<file path="src/rtl/core/trhq_pkg.sv">
`default_nettype none
// ----------------------------------------------------------------------------
// Touch report hold qualifier package
// Shared widths, register indexes and beat types of the qualifier.
// ----------------------------------------------------------------------------
package trhq_pkg;

	localparam int RAW_LANES  = 5;
	localparam int RAW_W      = 11;
	localparam int PT_W       = 12;
	localparam int THR_W      = 8;
	localparam int HOLD_W     = 4;
	localparam int DIM_W      = 11;
	localparam int CNT_IN_W   = 4;
	localparam int CNT_OUT_W  = 3;
	localparam int CFG_IDX_W  = 2;
	localparam int CFG_DATA_W = 11;

	localparam logic [THR_W-1:0]  JITTER_RESET = 8'd5;
	localparam logic [HOLD_W-1:0] HOLD_RESET   = 4'd10;
	localparam logic [DIM_W-1:0]  WIDTH_RESET  = 11'd800;
	localparam logic [DIM_W-1:0]  HEIGHT_RESET = 11'd480;

	typedef enum logic [CFG_IDX_W-1:0] {
		REG_JITTER = 2'd0,
		REG_HOLD   = 2'd1,
		REG_WIDTH  = 2'd2,
		REG_HEIGHT = 2'd3
	} cfg_reg_e;

	typedef struct packed {
		logic                          has_report;
		logic [CNT_IN_W-1:0]           raw_count;
		logic [RAW_LANES*RAW_W-1:0]    raw_x_packed;
		logic [RAW_LANES*RAW_W-1:0]    raw_y_packed;
		logic                          keyer_desktop;
	} tick_t;

	typedef struct packed {
		logic                          event_created;
		logic                          event_pending;
		logic                          same_spot_hold;
		logic [CNT_OUT_W-1:0]          point_count;
		logic [RAW_LANES*PT_W-1:0]     points_x_packed;
		logic [RAW_LANES*PT_W-1:0]     points_y_packed;
	} result_t;

	typedef struct packed {
		logic load_cur;
		logic load_lat;
	} lane_ctrl_t;

	typedef struct packed {
		logic created;
		logic pending;
		logic held;
	} status_t;

endpackage
`default_nettype wire

</file>
<file path="src/rtl/core/trhq_lane.sv">
`default_nettype none
// ----------------------------------------------------------------------------
// Touch point lane
// Mirrors one raw point, keeps its current and latched copies and flags a move.
// ----------------------------------------------------------------------------
module trhq_lane
	import trhq_pkg::*;
(
	input  wire logic              clk,
	input  wire logic              arst_n,
	input  wire logic [RAW_W-1:0]  raw_x,
	input  wire logic [RAW_W-1:0]  raw_y,
	input  wire logic              active,
	input  wire logic [DIM_W-1:0]  screen_width,
	input  wire logic [DIM_W-1:0]  screen_height,
	input  wire logic [THR_W-1:0]  jitter_threshold,
	input  wire lane_ctrl_t        ctrl,
	output logic [PT_W-1:0]        next_x,
	output logic [PT_W-1:0]        next_y,
	output logic                   moved
);

	logic [PT_W-1:0] cur_x_q, cur_y_q;
	logic [PT_W-1:0] lat_x_q, lat_y_q;
	logic [PT_W-1:0] new_x, new_y;
	logic [PT_W:0]   dx, dy, ax, ay;

	assign new_x = active ? ({1'b0, screen_width} - {1'b0, raw_x}) : '0;
	assign new_y = active ? ({1'b0, screen_height} - {1'b0, raw_y}) : '0;

	assign dx = {lat_x_q[PT_W-1], lat_x_q} - {new_x[PT_W-1], new_x};
	assign dy = {lat_y_q[PT_W-1], lat_y_q} - {new_y[PT_W-1], new_y};
	assign ax = dx[PT_W] ? (~dx + (PT_W+1)'(1)) : dx;
	assign ay = dy[PT_W] ? (~dy + (PT_W+1)'(1)) : dy;

	assign moved = active && ((ax > (PT_W+1)'(jitter_threshold)) ||
		(ay > (PT_W+1)'(jitter_threshold)));

	assign next_x = ctrl.load_cur ? new_x : cur_x_q;
	assign next_y = ctrl.load_cur ? new_y : cur_y_q;

	always_ff @(posedge clk or negedge arst_n) begin
		if (!arst_n) begin
			cur_x_q <= '0;
			cur_y_q <= '0;
		end else if (ctrl.load_cur) begin
			cur_x_q <= new_x;
			cur_y_q <= new_y;
		end
	end

	always_ff @(posedge clk) begin
		if (ctrl.load_lat) begin
			lat_x_q <= new_x;
			lat_y_q <= new_y;
		end
	end

endmodule
`default_nettype wire

</file>
<file path="src/rtl/core/trhq_ctrl.sv">
`default_nettype none
// ----------------------------------------------------------------------------
// Touch event control
// Merges the lane move flags and runs the pending flag and hold counter.
// ----------------------------------------------------------------------------
module trhq_ctrl
	import trhq_pkg::*;
#(
	parameter int N  = 5,
	parameter int CW = 3
) (
	input  wire logic              clk,
	input  wire logic              arst_n,
	input  wire logic              fire,
	input  wire logic              has_report,
	input  wire logic              keyer_desktop,
	input  wire logic [CW-1:0]     count,
	input  wire logic [HOLD_W-1:0] hold_ticks,
	input  wire logic [N-1:0]      moved,
	output lane_ctrl_t             lane_ctrl,
	output status_t                status,
	output logic [CW-1:0]          count_next
);

	logic              pending_q, pending_d;
	logic [HOLD_W-1:0] hold_cnt_q, hold_cnt_d;
	logic [CW-1:0]     cur_count_q;
	logic [CW-1:0]     lat_count_q;
	logic              report_nz, run, held, created;

	assign report_nz = has_report && (count != '0);
	assign run       = !(has_report && (count == '0));
	assign held      = pending_q && report_nz && (lat_count_q == count) && !(|moved);
	assign created   = report_nz && !pending_q;

	always_comb begin
		pending_d  = pending_q;
		hold_cnt_d = hold_cnt_q;
		if (run) begin
			if (pending_q) begin
				if (!held) begin
					if (keyer_desktop) begin
						pending_d = 1'b0;
					end else if (hold_cnt_q < hold_ticks) begin
						hold_cnt_d = hold_cnt_q + HOLD_W'(1);
					end else begin
						pending_d = 1'b0;
					end
				end
			end else if (has_report) begin
				pending_d  = 1'b1;
				hold_cnt_d = '0;
			end
		end
	end

	always_comb begin
		lane_ctrl.load_cur = fire && report_nz;
		lane_ctrl.load_lat = fire && created;
		status.created     = created;
		status.pending     = pending_d;
		status.held        = held;
		count_next         = has_report ? count : cur_count_q;
	end

	always_ff @(posedge clk or negedge arst_n) begin
		if (!arst_n) begin
			pending_q   <= 1'b0;
			hold_cnt_q  <= '0;
			cur_count_q <= '0;
		end else if (fire) begin
			pending_q   <= pending_d;
			hold_cnt_q  <= hold_cnt_d;
			cur_count_q <= count_next;
		end
	end

	always_ff @(posedge clk) begin
		if (lane_ctrl.load_lat) begin
			lat_count_q <= count;
		end
	end

endmodule
`default_nettype wire

</file>
<file path="src/rtl/core/trhq_skid.sv">
`default_nettype none
// ----------------------------------------------------------------------------
// Result output buffer
// Output register with one skid entry so a beat is taken while one waits.
// ----------------------------------------------------------------------------
module trhq_skid
	import trhq_pkg::*;
(
	input  wire logic    clk,
	input  wire logic    arst_n,
	input  wire logic    push_valid,
	output logic         push_stall,
	input  wire result_t push_data,
	output logic         pop_valid,
	input  wire logic    pop_stall,
	output result_t      pop_data
);

	logic    out_valid_q, skid_valid_q;
	result_t out_q, skid_q;
	logic    push_fire, slot_free;

	assign push_stall = skid_valid_q;
	assign push_fire  = push_valid && !skid_valid_q;
	assign slot_free  = !out_valid_q || !pop_stall;
	assign pop_valid  = out_valid_q;
	assign pop_data   = out_q;

	always_ff @(posedge clk or negedge arst_n) begin
		if (!arst_n) begin
			out_valid_q  <= 1'b0;
			skid_valid_q <= 1'b0;
		end else if (slot_free) begin
			out_valid_q  <= skid_valid_q || push_fire;
			skid_valid_q <= 1'b0;
		end else if (push_fire) begin
			skid_valid_q <= 1'b1;
		end
	end

	always_ff @(posedge clk) begin
		if (slot_free) begin
			if (skid_valid_q) begin
				out_q <= skid_q;
			end else if (push_fire) begin
				out_q <= push_data;
			end
		end else if (push_fire) begin
			skid_q <= push_data;
		end
	end

endmodule
`default_nettype wire

</file>
<file path="src/rtl/core/touch_report_hold_qualifier.sv">
`default_nettype none
// ----------------------------------------------------------------------------
// Touch report hold qualifier
// Mirrors touch points, tracks the pending touch event and its hold window.
// ----------------------------------------------------------------------------
// One tick beat enters per poll tick on tick_valid/tick_stall and yields one
// result beat on result_valid/result_stall. A beat is taken at a clock edge
// where valid is high and stall is low.
// The result of an accepted tick is registered into the output register or
// the skid entry. Throughput: one tick per cycle while tick_stall is low, set
// by the single register stage behind the lanes; all points are mirrored and
// compared in parallel lanes and one merge stage decides the event.
// When result_stall holds a result, one more tick is still taken into a skid
// entry; tick_stall then rises until the output register drains.
// Reset clears the pending flag, hold counter, point count and points, and
// loads the registers with jitter 5, hold 10 and a screen of 800 by 480.
// Registers are written through cfg_write/cfg_index/cfg_data.
// ----------------------------------------------------------------------------
module touch_report_hold_qualifier
	import trhq_pkg::*;
#(
	parameter int MAX_POINTS = 5
) (
	input  wire logic                  clk,
	input  wire logic                  arst_n,
	input  wire logic                  cfg_write,
	input  wire logic [CFG_IDX_W-1:0]  cfg_index,
	input  wire logic [CFG_DATA_W-1:0] cfg_data,
	input  wire logic                  tick_valid,
	output logic                       tick_stall,
	input  wire tick_t                 tick,
	output logic                       result_valid,
	input  wire logic                  result_stall,
	output result_t                    result
);

	localparam int CW = $clog2(MAX_POINTS + 1);

	logic [THR_W-1:0]  jitter_q;
	logic [HOLD_W-1:0] hold_q;
	logic [DIM_W-1:0]  width_q, height_q;

	logic                   fire;
	logic [CW-1:0]          count_sat, count_next;
	logic [MAX_POINTS-1:0]  moved;
	logic [PT_W-1:0]        lane_x [MAX_POINTS];
	logic [PT_W-1:0]        lane_y [MAX_POINTS];
	lane_ctrl_t             lane_ctrl;
	status_t                status;
	result_t                res_d;

	always_ff @(posedge clk or negedge arst_n) begin
		if (!arst_n) begin
			jitter_q <= JITTER_RESET;
			hold_q   <= HOLD_RESET;
			width_q  <= WIDTH_RESET;
			height_q <= HEIGHT_RESET;
		end else if (cfg_write) begin
			case (cfg_reg_e'(cfg_index))
				REG_JITTER: jitter_q <= cfg_data[THR_W-1:0];
				REG_HOLD:   hold_q   <= cfg_data[HOLD_W-1:0];
				REG_WIDTH:  width_q  <= cfg_data[DIM_W-1:0];
				REG_HEIGHT: height_q <= cfg_data[DIM_W-1:0];
				default: ;
			endcase
		end
	end

	assign count_sat = (tick.raw_count > CNT_IN_W'(MAX_POINTS)) ? CW'(MAX_POINTS)
		: CW'(tick.raw_count);

	for (genvar i = 0; i < MAX_POINTS; i++) begin : g_lane
		logic [RAW_W-1:0] raw_x, raw_y;
		if (i < RAW_LANES) begin : g_raw
			assign raw_x = tick.raw_x_packed[i*RAW_W +: RAW_W];
			assign raw_y = tick.raw_y_packed[i*RAW_W +: RAW_W];
		end else begin : g_zero
			assign raw_x = '0;
			assign raw_y = '0;
		end

		trhq_lane u_lane (
			.clk              (clk),
			.arst_n           (arst_n),
			.raw_x            (raw_x),
			.raw_y            (raw_y),
			.active           (count_sat > CW'(i)),
			.screen_width     (width_q),
			.screen_height    (height_q),
			.jitter_threshold (jitter_q),
			.ctrl             (lane_ctrl),
			.next_x           (lane_x[i]),
			.next_y           (lane_y[i]),
			.moved            (moved[i])
		);
	end

	trhq_ctrl #(
		.N  (MAX_POINTS),
		.CW (CW)
	) u_ctrl (
		.clk           (clk),
		.arst_n        (arst_n),
		.fire          (fire),
		.has_report    (tick.has_report),
		.keyer_desktop (tick.keyer_desktop),
		.count         (count_sat),
		.hold_ticks    (hold_q),
		.moved         (moved),
		.lane_ctrl     (lane_ctrl),
		.status        (status),
		.count_next    (count_next)
	);

	always_comb begin
		res_d                 = '0;
		res_d.event_created   = status.created;
		res_d.event_pending   = status.pending;
		res_d.same_spot_hold  = status.held;
		res_d.point_count     = CNT_OUT_W'(count_next);
		for (int k = 0; k < RAW_LANES; k++) begin
			if (k < MAX_POINTS) begin
				res_d.points_x_packed[k*PT_W +: PT_W] = lane_x[k];
				res_d.points_y_packed[k*PT_W +: PT_W] = lane_y[k];
			end
		end
	end

	assign fire = tick_valid && !tick_stall;

	trhq_skid u_skid (
		.clk        (clk),
		.arst_n     (arst_n),
		.push_valid (tick_valid),
		.push_stall (tick_stall),
		.push_data  (res_d),
		.pop_valid  (result_valid),
		.pop_stall  (result_stall),
		.pop_data   (result)
	);

`ifndef SYNTHESIS
	a_stall_after_held_result: assert property (@(posedge clk) disable iff (!arst_n)
		$rose(tick_stall) |-> $past(result_valid && result_stall))
		else $error("tick_stall rose without a held result beat");

	a_created_is_pending: assert property (@(posedge clk) disable iff (!arst_n)
		result_valid && result.event_created |->
			result.event_pending && !result.same_spot_hold)
		else $error("created event is not pending or is also held");

	a_held_is_pending: assert property (@(posedge clk) disable iff (!arst_n)
		result_valid && result.same_spot_hold |-> result.event_pending)
		else $error("held event is not pending");
`endif

endmodule
`default_nettype wire

</file>
<file path="config.mk">
export PLATFORM = sky130hd
export DESIGN_NAME = touch_report_hold_qualifier
export DESIGN_NICKNAME = d
export VERILOG_FILES = /design/src/rtl/core/trhq_pkg.sv /design/src/rtl/core/trhq_lane.sv /design/src/rtl/core/trhq_ctrl.sv /design/src/rtl/core/trhq_skid.sv /design/src/rtl/core/touch_report_hold_qualifier.sv
export SDC_FILE = /design/constraint.sdc
export NUM_CORES = 1
export LEC_CHECK = 0
export ABC_AREA = 1
export BUFFER_PORTS_ARGS = -buffer_cell sky130_fd_sc_hd__buf_4
export CAP_MARGIN = 20
export CORE_MARGIN = 8
export CORE_UTILIZATION = 35
export DETAILED_ROUTE_END_ITERATION = 8
export PLACE_DENSITY = 0.51
export SLEW_MARGIN = 0
export SYNTH_ARGS = -nofsm -noshare
export SYNTH_HDL_FRONTEND = slang
export SYNTH_SLANG_ARGS = --single-unit
</file>
<file path="constraint.sdc">
create_clock -name clk -period 19.8 [get_ports clk]
set_input_delay 2.97 -clock clk [delete_from_list [all_inputs] [get_ports clk]]
set_output_delay 2.97 -clock clk [all_outputs]
set_load 0.01 [all_outputs]
</file>
==> metrics.yaml <==
worst_setup_path:
  cp_common_cell: "nand2_1"
  cp.required_ps: 20290
  slowest_stage: "nor2_4"
  cp_data_arrival_time_ps: 9070
  crit_type: "in -> reg"
  critPathCaptureType: "flip-flop"
  cp_slowest_stage_delay_ps: 460
  critical_path.max_fanout: 22
  startpoint_type: "input port"
clock_network:
  ctsHoldBuffers: 0
  post_cts_resized: 0
  htreeDepth: 3
  cts_tree: "yes"
  cts.sinks: 539
  cts_buffer_depth: 3
  clk_pin_slew_ps: 60
  cts_made_buffers: 68
  clk_latency_ps: 620
  cts-root-buf: "clkbuf_16"
  post_cts_buffers: 0
detailed_routing:
  route.detailed.drc: 0
  drtAntennaViolNets: 0
  routed_wirelength_um: 105000
  drt_iter0_markers: 1848
  routed-via-count: 29500
  wire_per_inst_um: 16.8
  via_per_inst: 4.69
  dr.pass1.iters: 5
place:
  dp_hpwl_um: 78800
  gp_routability_congestion: 0.848
  placed_area_um2: 39400
  port_buffers: 261
floorplan:
  fp.dieH_um: 336
  num_io_pins: 262
  die_w_um: 336
  dieArea_um2: 113000
  coreArea_um2: 102000
  placementRows: 117
  initial_utilization_pct: 35.3
synthesis:
  synth_nets: 5069
  yosysTopAreaCell: "edfxtp_1"
  syn_inst: 4583
  synth_edf_count: 375
  async_flop_share_pct: 30.4
  synthesis.area_um2: 35900
  synth.distinct_cells: 48
  avgSynthCellArea_um2: 7.83
  synthTopCellsByArea: "edfxtp_1, nand2_1, ha_1"
  yosys.area.top_type_share_pct: 31.4
  synth-seq-cells: 539
  yosys_most_used_dff: "edfxtp_1"
  synth_warnings: 0
  ys_seq_area_share_pct: 42.9
timing:
  min_period_ps: 8580
  fin_tns_setup_ps: 0
  rsz0062_at_grt: "false"
  slew_viol_final: 0
  finalHoldViolCount: 0
  finalCritPeriodShare_pct: 43.3
  tightest_slew_ps: 1110
  fin_worst_skew_ps: 19.4
  max_slew_margin_pct: 25.9
  finalSetupViolCount: 0
  max_freq_mhz: 117
grt:
  grt_util_all_layers_pct: 18.4
  gr-total-overflow: 0
  grt_pass1_vias: 28700
  antenna_found_initial: 6
  grt_pass1_wl_um: 163000
  grt_max_degree: 145
power:
  leakage_nw: 21.4
  power_density_nw_per_um2: 129
  vdd_drop_max_uv: 59.5
layout:
  final_nets: 5345
  n_antenna_cell: 0
  layout-drive-gt1-share_pct: 9.79
  fin_area_um2: 41700
  fillers: 10400
  syn_to_final_growth_pct: 16.1
min_path:
  min_path_type: "reg -> reg"
status:
  status: "complete, no violations"
flow_run:
  cap_violations: 0
==> where the power goes <==
part | leakage [nW] | total (W) | internal [W] | switching [W]
Combinational | 14.8 | 0.00254 | 0.000910 | 0.00163
Sequential | 5.57 | 0.00155 | 0.00145 | 0.0000966
Clock | 1.11 | 0.00129 | 0.000770 | 0.000518
Total | 21.4 | 0.00537 | 0.00313 | 0.00224
==> critical path, delay by kind of cell <==
kind / cells / cell delay (ps)
simple gates: 23 / 2950
buf+inv: 9 / 1490
compound gates: 6 / 740
fa+ha+maj: 3 / 720
xor+xnor: 1 / 170
==> registers in the layout, summed over array words and instances (netlist names) <==
name / flops
g_lane.u_lane.cur_x_q: 60
g_lane.u_lane.cur_y_q: 60
g_lane.u_lane.lat_x_q: 60
g_lane.u_lane.lat_y_q: 60
height_q: 11
hold_q: 4
jitter_q: 8
u_ctrl.cur_count_q: 3
u_ctrl.hold_cnt_q: 4
u_ctrl.lat_count_q: 3
u_ctrl.pending_q: 1
u_skid.pop_data: 126
u_skid.pop_valid: 1
u_skid.push_stall: 1
u_skid.skid_q: 126
width_q: 11
==> synthesized netlist by cell type, types with 8 or more instances <==
library cell  instances
inv_1               743
nand4_1              34
fa_1                 20
nand3_1             233
nand2_1            1521
xor2_1               74
xnor2_1              13
nor2_1              361
buf_4                 8
a21oi_2               8
or2_2                 8
edfxtp_1            375
o21ai_0             201
inv_2                 9
dfrtp_1             153
nand2_2              28
ha_1                332
o21bai_1             15
nand3b_1             35
a21o_1                9
nor3_1               34
buf_2                14
dfstp_2              11
nor2_2               14
a21oi_1             168
o21ai_1              56
clkbuf_1             40
a31oi_1              17
==> through the flow <==
stage          setup WS [ps]  std cells  hold slack [ps]  total power, W  util [%]
2_1_floorplan           9910       4583              448         0.00344         -
3_3_place_gp           10590       6157              463         0.00410      38.7
3_5_place_dp           10480       6157              474         0.00412      38.7
4_1_cts                11170       6282              487         0.00544      41.0
5_1_grt                10460       6282              512         0.00589      41.0
6_report               11220       6282              485         0.00537      41.0
==> final timing paths <==
kind / startpoint / to / slack (ps) / depth (start not counted)
hold reg to reg: g_lane[2].u_lane.cur_x_q[0] / g_lane[2].u_lane.cur_x_q[0] / 490 / 2
setup / recovery: tick[113] / u_skid.pop_data[124] / 11220 / 42
setup reg to reg: width_q[0] / u_skid.pop_data[124] / 13050 / 51
min in group asynchronous: arst_n / g_lane[4].u_lane.cur_x_q[8] / 2290 / 1
hold / removal: g_lane[2].u_lane.cur_x_q[0] / g_lane[2].u_lane.cur_x_q[0] / 490 / 2
max in group asynchronous: arst_n / g_lane[2].u_lane.cur_y_q[9] / 15460 / 3
==> metal layers <==
| metal | up-vias | global-route usage, % | share of wire [%] |
|---|---|---|---|
| li1 | 15300 | - | - |
| met4 | 2 | 5.52 | 2.7 |
| met3 | 129 | 2.94 | 4.8 |
| met5 | - | 0 | 0.012 |
| met1 | 13500 | 23.9 | 45 |
| met2 | 539 | 31.6 | 48 |
==> placed cells by master, fill, tap and decap left out, types with 10 or more instances in the layout <==
cell          n
dfstp_2      11
nor2_1      359
o21bai_1     15
clkbuf_16    70
clkbuf_1     16
edfxtp_1    375
nand3b_1     35
nand4_1      34
ha_1        332
nand3_1     233
o21ai_0     200
buf_4       277
xnor2_1      13
nor3_1       34
inv_1       743
clkinv_2     10
nand2_2      28
nor2_2       14
a21oi_1     167
fa_1         20
xor2_1       74
a31oi_1      17
o21ai_1      56
dfrtp_1     152
nand2_1    1521
==> logic make-up after synthesis <==
kind of cell | synth area share (%)
DFF | 42.9
AOI/OAI and AO/OA | 7.35
xor gates and xnor gates | 2.12
adders and majority gates | 12.7
buffers and inverters | 8.89
and+or+nand+nor | 26.1
==> layout make-up <==
cell class	count	area, um^2	area share [%]
Multi-Input combinational cell	3218	17300	41.6
Clock inverter	36	433	1.04
Sequential cell	539	15400	36.9
Timing Repair Buffer	279	2110	5.07
Tap cell	1368	1710	4.11
Inverter	753	2830	6.80
Clock buffer	89	1850	4.45
Note: power is estimated with default switching activity, not from simulation.
